==> config.mk <==
export PLATFORM = sky130hd
export DESIGN_NAME = lsc_ctrl
export DESIGN_NICKNAME = d
export VERILOG_FILES = /design/src/rtl/core/lsc_pkg.sv /design/src/rtl/core/lsc_ctrl.sv
export SDC_FILE = /design/constraint.sdc
export NUM_CORES = 1
export LEC_CHECK = 0
export ABC_AREA = 1
export BUFFER_PORTS_ARGS = -buffer_cell sky130_fd_sc_hd__buf_2
export CORE_AREA = 3 3 40 42
export CTS_CLUSTER_SIZE = 20
export DETAILED_ROUTE_END_ITERATION = 8
export DIE_AREA = 0 0 43 45
export GPL_ROUTABILITY_DRIVEN = 0
export GPL_TIMING_DRIVEN = 0
export SLEW_MARGIN = 20
export SYNTH_ARGS = -nofsm -noshare
export SYNTH_HDL_FRONTEND = slang
export SYNTH_SLANG_ARGS = --single-unit
==> constraint.sdc <==
create_clock -name clock -period 0.9 [get_ports clock]
set_clock_uncertainty 0.15 [all_clocks]
set_input_delay 0.09 -clock clock [delete_from_list [all_inputs] [get_ports clock]]
set_output_delay 0.09 -clock clock [all_outputs]
set_load 0.01 [all_outputs]
==> src/rtl/core/lsc_pkg.sv <==
`timescale 1ns / 1ps
// ---------------------------------------------------------------------------
// lsc_pkg: shared types and constants of the label stack clusterer
// Table sizes, field widths, register indexes, controller state and the
// command/status bundles between controller and datapath.
// ---------------------------------------------------------------------------
package lsc_pkg;

   localparam int LABEL_CAPACITY = 32;
   localparam int IDX_W          = $clog2(LABEL_CAPACITY);
   localparam int CNT_W          = $clog2(LABEL_CAPACITY + 1);

   localparam int COORD_W    = 20;
   localparam int DIFF_W     = COORD_W + 1;
   localparam int SQ_W       = 2 * DIFF_W - 1;
   localparam int DIST_W     = SQ_W + 1;
   localparam int RADIUS_W   = 24;
   localparam int SPACING_W  = 12;
   localparam int ROW_W      = 6;
   localparam int PROD_W     = SPACING_W + ROW_W;
   localparam int LY_W       = COORD_W + 1;
   localparam int CLUSTER_W  = 5;

   localparam logic [ROW_W-1:0] ROW_MAX = ROW_W'(63);

   localparam int CSR_IDX_W  = 1;
   localparam int CSR_DATA_W = RADIUS_W;

   localparam logic [CSR_IDX_W-1:0] CSR_RADIUS_SQUARED = CSR_IDX_W'(0);
   localparam logic [CSR_IDX_W-1:0] CSR_ROW_SPACING    = CSR_IDX_W'(1);

   localparam logic [RADIUS_W-1:0]  RADIUS_RESET  = RADIUS_W'(65536);
   localparam logic [SPACING_W-1:0] SPACING_RESET = SPACING_W'(272);

   // entry table word: {cluster, y, x}
   localparam int ENTRY_W   = IDX_W + 2 * COORD_W;
   // cluster table word: {next row, origin y, origin x}
   localparam int CLUSTER_WORD_W = ROW_W + 2 * COORD_W;

   typedef enum logic [1:0] {
      ST_IDLE,
      ST_SCAN,
      ST_DECIDE,
      ST_PLACE
   } state_type;

   typedef struct packed {
      logic start;   // capture request, clear tables on frame start
      logic issue;   // read next entry into the distance pipeline
      logic lookup;  // pick cluster, read its row and origin
      logic pass;    // load unclustered result
      logic place;   // load placed result and update tables
   } cmd_type;

   typedef struct packed {
      logic scan_done;
      logic found;
      logic cluster_full;
      logic out_free;
   } status_type;

endpackage

==> src/rtl/core/lsc_ctrl.sv <==
`timescale 1ns / 1ps
// ---------------------------------------------------------------------------
// lsc_ctrl: label placement sequencer
// Accepts a request, runs the entry scan, chooses join/open/pass and hands
// the result to the output register when it is free.
// ---------------------------------------------------------------------------
module lsc_ctrl (
   input  logic                clock,
   input  logic                reset,
   input  logic                req_valid,
   output logic                req_stall,
   input  lsc_pkg::status_type status,
   output lsc_pkg::cmd_type    cmd
);

   import lsc_pkg::*;

   state_type state_ff;
   state_type state_in;

   always_ff @(posedge clock) begin
      if (reset) begin
         state_ff <= ST_IDLE;
      end else begin
         state_ff <= state_in;
      end
   end

   always_comb begin
      state_in  = state_ff;
      cmd       = '0;
      req_stall = 1'b1;
      unique case (state_ff)
         ST_IDLE: begin
            req_stall = 1'b0;
            if (req_valid) begin
               cmd.start = 1'b1;
               state_in  = ST_SCAN;
            end
         end
         ST_SCAN: begin
            if (status.scan_done) begin
               state_in = ST_DECIDE;
            end else begin
               cmd.issue = 1'b1;
            end
         end
         ST_DECIDE: begin
            if (!status.found && status.cluster_full) begin
               if (status.out_free) begin
                  cmd.pass = 1'b1;
                  state_in = ST_IDLE;
               end
            end else begin
               cmd.lookup = 1'b1;
               state_in   = ST_PLACE;
            end
         end
         ST_PLACE: begin
            if (status.out_free) begin
               cmd.place = 1'b1;
               state_in  = ST_IDLE;
            end
         end
         default: begin
            state_in = ST_IDLE;
         end
      endcase
   end

endmodule

==> results of run 1 <==
kinds of logic after synthesis:
| kind of cell | after synthesis | share of synthesized area |
|---|---|---|
| DFF | 2 | 0.2500 |
| and+or+nand+nor | 19 | 0.5000 |
| AOI/OAI and AO/OA | 2 | 0.06244 |
| buffers and inverters | 8 | 0.1875 |
worst register-to-register path: cells and delay by family, from the launching register on:
kind	cells	cell delay, ns
buf+inv	3	0.31
simple gates	3	0.19
flops	1	0.34
compound gates	1	0.05
through the flow:
step | std cells | hold WS, ns | area, um^2 | setup WS (ns)
2_1_floorplan | 31 | 0.1156 | 172.7 | -0.006912
3_3_place_gp | 58 | 0.2138 | 251.5 | -0.09684
3_5_place_dp | 58 | 0.2157 | 251.5 | -0.1042
4_1_cts | 63 | -0.01498 | 300.3 | -0.3313
5_1_grt | 64 | 0.005023 | 319.1 | -0.3846
6_report | 64 | -0.008200 | 319.1 | -0.3125
report_power, final:
group | leakage, nW | internal (mW) | total [mW] | switching [mW]
sequential | 0.0175 | 0.114 | 0.137 | 0.0233
clock | 0.0138 | 0.146 | 0.190 | 0.0432
combinational | 0.151 | 0.104 | 0.230 | 0.126
total | 0.182 | 0.364 | 0.556 | 0.192
path summary, 6_finish.rpt:
check,startpoint,endpoint,slack (ns),cells after the start
worst min register to register,state_ff[0]$_SDFFE_PP0P_,state_ff[0]$_SDFFE_PP0P_,0.42,3
worst max register to register,state_ff[1]$_SDFFE_PP0P_,state_ff[0]$_SDFFE_PP0P_,-0.26,7
worst min-delay path,reset,state_ff[0]$_SDFFE_PP0P_,-0.008,4
worst max-delay path,state_ff[1]$_SDFFE_PP0P_,cmd[1],-0.31,5
synth_stat cells, drive strengths merged:
cell type,number
inv,8
o21ai,2
nand3,1
nand3b,1
nand2,8
dfxtp,2
nor3,1
nor2,8
metal layers:
metal,share of wire,wire length [um],GRT usage,vias to the layer above
met5,0,0,0,-
met4,0,0,0.03614,0
met3,0.11,48,0.05179,0
met2,0.46,205,0.06886,7
met1,0.42,187,0.06235,92
li1,-,-,-,128
cell type report:
class	count	area, um^2	area share
inverter	8	30.03	0.09412
multi-input combinational	21	113.9	0.3569
clock buffer	3	22.52	0.07059
timing repair buffer	15	88.84	0.2784
sequential	2	45.04	0.1412
tap	15	18.77	0.05882
timing repair:
action | CTS | global route
resized for setup | 4 | 4
setup buffers | 2 | 1
pin swaps | 2 | 4
endpoints found under the setup margin | 8 | 8
hold endpoints to repair | 1 | 0
==> results by group, run 1 <==
Critical path
  – CP cell instances: inv_2 > nor2_2 > nand2_2 > nor2_2 > buf_2
  – Buf+Inv Stages, Crit Path: 2
  – CP Launch Type: flip-flop
  – Critical path arrival: 0.97 ns
  – Critical Path Max Stage Delay: roughly 0.34 ns
  – Crit-path max FO: 4
  – CP max stage cell: dfxtp_2
  – CP Capture Type: primary output
  – CP Class: flip-flop to primary output
  – Most used cell, CP: nor2_2
  – Req. time, crit path: 0.66 ns
  – Worst path top cell family by delay: flip-flops

Cells and area
  – Share of cells above drive strength 1: 0.6531
  – Top reg by flops: state_ff
  – Ant. Diodes: 0
  – Area growth from synthesis to layout: 99.22%
  – Final Util: 0.2483
  – Max FFs per register: 2
  – Nets: 58
  – Layout fillers: 151
  – Most frequent cells in the layout: buf_2, inv_1, nand2_1, nor2_2, nor2_1
  – Largest regs: state_ff x2
  – Most common cell after layout, fill and taps aside: buf_2

STA
  – Max_slew headroom: 0.8551
  – Final worst setup slack: -0.3125 ns
  – Final period utilization: 1.347
  – Worst Tran Pin Value: 0.2166 ns
  – Fin. max-slew vios: 0
  – Sum Neg Setup Slack: -1.940 ns
  – Final setup vio count: 8
  – RSZ-0062 raised after global routing: true
  – F_max: 824.8 MHz
  – Endpoints failing hold: 1
  – Min cycle time layout: approximately 1.2 ns
  – Hold WS: -0.008200 ns

Routing
  – Initial DRC Count: 2
  – Routed len/inst: ~6.9 um
  – Drt via density: 3.547
  – Vias post-DR: about 230
  – Remaining antenna violation count: 0
  – Routed Wire Length: 441 um
  – Residual DRC count: 0
  – Drt first pass iters: 2

Yosys
  – Avg Cell Area, Syn: 5.166 um^2
  – Syn Nets: 38
  – Post-Syn Area: 160.2 um^2
  – Post-synthesis register bit count: 2
  – Top cell type's share of synthesized area: 0.2500
  – Yosys Warn Count: 0
  – Post-Syn Instances: 31
  – Top area cells in the synthesized netlist: dfxtp_1, nand2_1, inv_1
  – Synth unique cells: 11
  – Share of the yosys chip area belonging to registers: 0.2500
  – Yosys top cell by area: dfxtp_1

Clock tree
  – Reg clk slew, reported paths: 0.03 ns
  – Worst-Skew Late Latency: between 0.2 and 0.25 ns
  – Root Buffer: clkbuf_4
  – H-tree depth: 1
  – CTS Sinks: 2
  – Total CTS buffers: 3
  – Maximum clock path buffer count: 2
  – CTS tree: yes

Place
  – Port Buffer Count: 12
  – HPWL Detailed: 367.3 um

Status
  – Failing checks: hold timing, setup timing
  – Status: finished with violations

Floorplanning
  – Chip Width: roughly 43 um
  – Die ar.: roughly 0.0019 mm^2
  – Row cnt: 13
  – Die Span Y: 45 um
  – Ports: 13
  – Core ar.: about 0.0013 mm^2
  – Starting Density: 0.1246

Pwr
  – Peak VDD IR: 0.6446 mV
  – P per Cell Area: 1744 mW/mm^2
  – Lkg Pwr: 0.1818 nW
  – Tot Pwr: roughly 560 uW

Global route
  – First-pass GRT wire length: 752 um
  – Grt total ovfl: 0
  – Vias in the first global route: 190
  – Pin count of the biggest net entering global routing: 6
  – Initial antenna violation count: 0
  – GRT Util Overall: 0.05653

Worst hold path
  – Hold/Removal Path Class: input pin to flip-flop

Flow run
  – Max-cap violations: 0
Power figures use the tool's default switching activity.
==> run 2, diff against run 1 <==
Settings changed: CORE_AREA 3 3 40 42 to 4 4 41 43, DIE_AREA 0 0 43 45 to 0 0 45 47.
==> run 2 against run 1 <==
- the run ends with setup timing left
- wire length is 31% higher
- cell area is 11% higher
- die area up 9.3%
- power rose by 12%
- critical endpoint unchanged
==> results by group, run 2 (synthesis gave the netlist of run 1 again) <==
Status
  – Status: finished with violations
  – Failing checks: setup timing

Routing
  – Residual DRC count: 0 (unchanged)
  – Drt first pass iters: 2 (unchanged)
  – Met2 WL post-DR: 292 um (+42%)
  – Initial DRC Count: 5 (+3)
  – Met1 WL: 231 um (+24%)
  – Vias post-DR: 245 (+7.9%)
  – Wire length on met3: 54 um (+13%)
  – Routed Wire Length: 579 um (+31%)
  – Routed len/inst: 9.047 um (+31%)
  – Max layer used: met3
  – Drt via density: 3.828 (+7.9%)
  – Remaining antenna violation count: 0 (unchanged)

Critical path
  – CP Capture Type: primary output
  – Crit-path max FO: 4 (unchanged)
  – Req. time, crit path: 0.66 ns (about the same)
  – Critical path arrival: 0.97 ns (about the same)
  – CP Class: flip-flop to primary output
  – CP Launch Type: flip-flop
  – Worst reg2reg path depth: 6 (-1)
  – FF-to-FF setup slack: -0.24 ns (+0.02 ns)
  – RR Endpoint: state_ff[1]$_SDFFE_PP0P_
  – R2R Path Start: state_ff[1]$_SDFFE_PP0P_

STA
  – Final setup vio count: 8 (unchanged)
  – Endpoints failing hold: 0 (-1)
  – Final period utilization: 1.345 (-0.002481)
  – Sum Neg Setup Slack: -2.066 ns (-0.1259 ns)
  – Max_slew headroom: 0.8526 (-0.002473)
  – Hold WS: 0.003757 ns (+0.01196 ns)
  – F_max: 826.3 MHz (+0.18%)
  – Fin. max-slew vios: 0 (unchanged)
  – RSZ-0062 raised after global routing: true
  – Worst Tran Pin Value: 0.2203 ns (+0.003696 ns)
  – Final worst setup slack: -0.3103 ns (+0.002233 ns)
  – Min cycle time layout: 1.210 ns (-0.002233 ns)

Cells and area
  – Nets: 58 (unchanged)
  – Most common cell after layout, fill and taps aside: buf_2
  – Final Util: 0.2721 (+0.02382)
  – Top reg by flops: state_ff
  – Layout fillers: 156 (+3.3%)
  – Area growth from synthesis to layout: 121.1%
  – Seq. cell area: 47.55 um^2 (+5.6%)
  – Largest regs: state_ff x2
  – Multi-input gate area: 133.9 um^2 (+18%)
  – Max FFs per register: 2 (unchanged)
  – Share of cells above drive strength 1: 0.6939 (+0.04082)
  – Most frequent cells in the layout: buf_2, inv_1, nor2_2, nand2_1
  – Ant. Diodes: 0 (unchanged)

Worst hold path
  – HP Start: reset
  – Hold EP: state_ff[0]$_SDFFE_PP0P_
  – Worst Hold Path Cells: 4 (unchanged)
  – Hold/Removal Path Class: input pin to flip-flop

Global route
  – Pin count of the biggest net entering global routing: 6 (unchanged)
  – Initial antenna violation count: 0 (unchanged)
  – GRT Util Overall: 0.05836 (+0.001834)
  – First-pass GRT wire length: 848 um (+13%)
  – Vias in the first global route: 232 (+22%)
  – Grt total ovfl: 0 (unchanged)

Floorplanning
  – Chip Width: 45 um (+4.7%)
  – Core ar.: 0.001301 mm^2 (+1.3%)
  – Row cnt: 13 (unchanged)
  – Ports: 13 (unchanged)
  – Starting Density: 0.1231 (-0.001558)
  – Die ar.: 0.002115 mm^2 (+9.3%)
  – Die Span Y: 47 um (+4.4%)

Pwr
  – P per Cell Area: 1763 mW/mm^2 (+1.1%)
  – Lkg Pwr: 0.1974 nW (+8.6%)
  – Peak VDD IR: 0.7773 mV (+21%)

Clock tree
  – H-tree depth: 1 (unchanged)
  – CTS tree: yes
  – Worst-Skew Late Latency: 0.22 ns (about the same)
  – Root Buffer: clkbuf_4
  – Reg clk slew, reported paths: 0.03 ns (about the same)
  – Maximum clock path buffer count: 2 (unchanged)
  – CTS Sinks: 2 (unchanged)
  – Total CTS buffers: 3 (unchanged)

Flow run
  – Max-cap violations: 0 (unchanged)

Place
  – Dpl ws: -0.1129 ns (-0.008667 ns)
  – Port Buffer Count: 12 (unchanged)
  – HPWL Detailed: 389.8 um (+6.1%)
==> run 2: cell counts in the layout (fill, tap and decap cells not counted) <==
No cell type changed its count.
==> run 2: final cells by class <==
class                           count  area share
Timing Repair Buffer               15      0.2721
Clock buffer                        3     0.06360
Sequential cell                     2      0.1343
Inverter                            8     0.09894
Multi-Input combinational cell     21      0.3781
Tap cell                           15     0.05300
==> run 2: critical path, cell delays in order, from the launching register on <==
cell and delay (ns):
dfxtp_4 0.37, inv_4 0.05, nor2_4 0.07, nand2_2 0.06, nor2_2 0.07, buf_2 0.13
==> run 2: through the flow <==
step / std cells / area (um^2) / power, mW
finish: 64 / 354.1 / 0.6242
global route: 64 / 354.1 / 0.6744
CTS: 63 / 307.8 / 0.5772
detailed placement: 58 / 251.5 / 0.3295
global placement: 58 / 251.5 / 0.3232
floorplan: 31 / 172.7 / 0.2602
==> run 2: worst max path at each step <==
stage,cells after the start,slack (ns),startpoint,end
finish,5,-0.31,state_ff[1]$_SDFFE_PP0P_,cmd[1]
global route,5,-0.37,state_ff[1]$_SDFFE_PP0P_,cmd[1]
CTS,5,-0.33,state_ff[1]$_SDFFE_PP0P_,cmd[1]
detailed placement,5,-0.11,state_ff[1]$_SDFFE_PP0P_,cmd[1]
global placement,5,-0.1,state_ff[1]$_SDFFE_PP0P_,cmd[1]
floorplan,3,-0.007,state_ff[1]$_SDFFE_PP0P_,cmd[4]
==> run 2: what timing repair did <==
| action | 4_1_cts | 5_1_grt |
|---|---|---|
| endpoints found under the setup margin | 8 | 8 |
| gates resized for setup | 7 | 11 |
| hold endpoints to repair | 2 | 0 |
| setup buffers | 3 | 1 |
| pin swaps | 3 | 4 |
==> run 2: layer usage <==
layer | track usage | up-vias
met1 | 0.05204 | 111
met4 | 0.05263 | 0
met5 | 0 | -
met3 | 0.02299 | 0
li1 | - | 127
met2 | 0.1017 | 7
==> run 2: power by group <==
| part | switching, mW | leakage (nW) | internal, mW |
|---|---|---|---|
| clock network | 0.0462 | 0.0138 | 0.147 |
| logic | 0.151 | 0.166 | 0.126 |
| registers | 0.0395 | 0.0178 | 0.115 |
| total | 0.237 | 0.197 | 0.388 |
==> run 3, diff against run 2 <==
Settings changed: GPL_TIMING_DRIVEN 0 to 1.
==> run 3 against run 2 <==
- the flow finishes with violations (hold timing, setup timing)
- clock power barely moved
- combinational power fell by 16%
- cell area fell by 11%
- critical path depth did not move
- largest power group unchanged
==> results by group, run 3 (synthesis gave the netlist of run 1 again) <==
STA
  – Sum Neg Setup Slack: -1.987 ns (+0.07839 ns)
  – Final worst setup slack: -0.3115 ns (-0.001240 ns)
  – RSZ-0062 raised after global routing: true
  – Max_slew headroom: 0.8853 (+0.03274)
  – Final period utilization: 1.346 (+0.001378)
  – Hold WS: -0.009863 ns (-0.01362 ns)
  – Worst Tran Pin Value: 0.1714 ns (-0.04893 ns)
  – Min cycle time layout: 1.211 ns (+0.001240 ns)
  – Fin. max-slew vios: 0 (unchanged)
  – Endpoints failing hold: 1 (+1)
  – F_max: 825.4 MHz (-0.10%)
  – Final setup vio count: 8 (unchanged)

Critical path
  – End of the critical path: cmd[1]
  – CP Capture Type: primary output
  – FF-to-FF setup slack: -0.19 ns (+0.05 ns)
  – Setup crit start: state_ff[1]$_SDFFE_PP0P_
  – CP max stage cell: dfxtp_4
  – Crit-path max FO: 4 (unchanged)
  – CP cell instances: inv_4 > nor2_2 > nand2_1 > nor2_2 > buf_2
  – CP Launch Type: flip-flop
  – Critical path arrival: 0.97 ns (about the same)
  – Req. time, crit path: 0.66 ns (about the same)
  – Critical Path Max Stage Delay: 0.36 ns (about the same)
  – R2R Path Start: state_ff[1]$_SDFFE_PP0P_
  – Most used cell, CP: nor2_2
  – RR Endpoint: state_ff[1]$_SDFFE_PP0P_
  – CP Class: flip-flop to primary output
  – Worst reg2reg path depth: 6 (unchanged)

Global route
  – Initial antenna violation count: 0 (unchanged)
  – First-pass GRT wire length: 759 um (-10%)
  – Pin count of the biggest net entering global routing: 6 (unchanged)
  – Vias in the first global route: 209 (-9.9%)
  – GRT Util Overall: 0.05442 (-0.003943)
  – Grt total ovfl: 0 (unchanged)

Floorplanning
  – Starting Density: 0.1231 (unchanged)
  – Chip Width: 45 um (unchanged)
  – Die ar.: 0.002115 mm^2 (unchanged)
  – Ports: 13 (unchanged)
  – Die Span Y: 47 um (unchanged)
  – Core ar.: 0.001301 mm^2 (unchanged)
  – Row cnt: 13 (unchanged)

Routing
  – Met1 WL: 200 um (-13%)
  – Residual DRC count: 0 (unchanged)
  – Max layer used: met3
  – Routed len/inst: 7.540 um (-17%)
  – Wire length on met3: 59 um (+9.3%)
  – Vias post-DR: 228 (-6.9%)
  – Routed Wire Length: 475 um (-18%)
  – Drt first pass iters: 1 (-1)
  – Drt via density: 3.619 (-5.5%)
  – Remaining antenna violation count: 0 (unchanged)
  – Initial DRC Count: 0 (-5)
  – Met2 WL post-DR: 215 um (-26%)

Pwr
  – Lkg Pwr: 0.1794 nW (-9.1%)
  – Tot Pwr: 570.9 uW (-8.5%)
  – Peak VDD IR: 0.5115 mV (-34%)
  – P per Cell Area: 1818 mW/mm^2 (+3.1%)

Clock tree
  – Total CTS buffers: 3 (unchanged)
  – Reg clk slew, reported paths: 0.03 ns (about the same)
  – CTS tree: yes
  – Worst-Skew Late Latency: 0.22 ns (about the same)
  – H-tree depth: 1 (unchanged)
  – Maximum clock path buffer count: 2 (unchanged)
  – Root Buffer: clkbuf_4
  – CTS Sinks: 2 (unchanged)

Place
  – Dpl ws: -0.1054 ns (+0.007479 ns)
  – Port Buffer Count: 12 (unchanged)
  – HPWL Detailed: 385.9 um (-1.0%)
  – Dpl cells: 58 (unchanged)

Cells and area
  – Seq. cell area: 47.55 um^2 (unchanged)
  – Most frequent cells in the layout: buf_2, nand2_1, inv_1, nor2_2
  – Ant. Diodes: 0 (unchanged)
  – Most common cell after layout, fill and taps aside: buf_2
  – Nets: 57 (-1.7%)
  – Multi-input gate area: 107.6 um^2 (-20%)
  – Top reg by flops: state_ff
  – Largest regs: state_ff x2
  – Share of cells above drive strength 1: 0.6042 (-0.08971)
  – Final non-filler cell total: 63 (-1.6%)
  – Max FFs per register: 2 (unchanged)
  – Layout fillers: 166 (+6.4%)
  – Area growth from synthesis to layout: 96.09%

Status
  – Status: finished with violations
  – Failing checks: hold timing, setup timing

Worst hold path
  – Hold/Removal Path Class: input pin to flip-flop

Flow run
  – Max-cap violations: 0 (unchanged)
run 3: where the power goes:
part	internal, mW	switching, mW	total (mW)
clock	0.147	0.0474	0.194
sequential	0.115	0.0288	0.143
combinational	0.109	0.124	0.233
total	0.371	0.200	0.571
run 3: through the flow:
stage | utilization | area, um^2
finish | 0.2413 | 314.1
CTS | 0.2337 | 304.0
detailed placement | 0.1933 | 251.5
floorplan | - | 172.7
global placement | 0.1933 | 251.5
global route | 0.2413 | 314.1
run 3: layout make-up:
class | instances | share of cell area
Multi-Input combinational cell | 21 | 0.3426
Timing Repair Buffer | 14 | 0.2709
Sequential cell | 2 | 0.1514
Inverter | 8 | 0.1036
Clock buffer | 3 | 0.07171
Tap cell | 15 | 0.05976
run 3: per-layer routing:
metal | global-route usage | up-vias
li1 | - | 127
met1 | 0.05204 | 94
met5 | 0 | -
met3 | 0.05747 | 0
met2 | 0.07062 | 7
met4 | 0.03509 | 0
run 3: worst min-delay path by stage:
stage	from	end	slack (ns)	depth (start not counted)
final	reset	state_ff[0]$_SDFFE_PP0P_	-0.01	4
after global placement	reset	state_ff[0]$_SDFFE_PP0P_	0.21	4
after global routing	reset	state_ff[0]$_SDFFE_PP0P_	-0.006	4
after CTS	reset	state_ff[0]$_SDFFE_PP0P_	-0.02	4
after floorplan	reset	state_ff[0]$_SDFFE_PP0P_	0.12	3
after detailed placement	reset	state_ff[0]$_SDFFE_PP0P_	0.22	4
run 3: worst max-delay path: cells and delay by family (launching register included):
kind	cells	cell delay (ns)
buffers and inverters	2	0.17
DFF	1	0.36
and+or+nand+nor	3	0.21
run 3: timing repair:
action,4_1_cts,5_1_grt
resized for setup,5,4
setup buffers,2,0
endpoints found under the hold margin,1,1
pin swaps,2,0
setup endpoints to repair,8,8
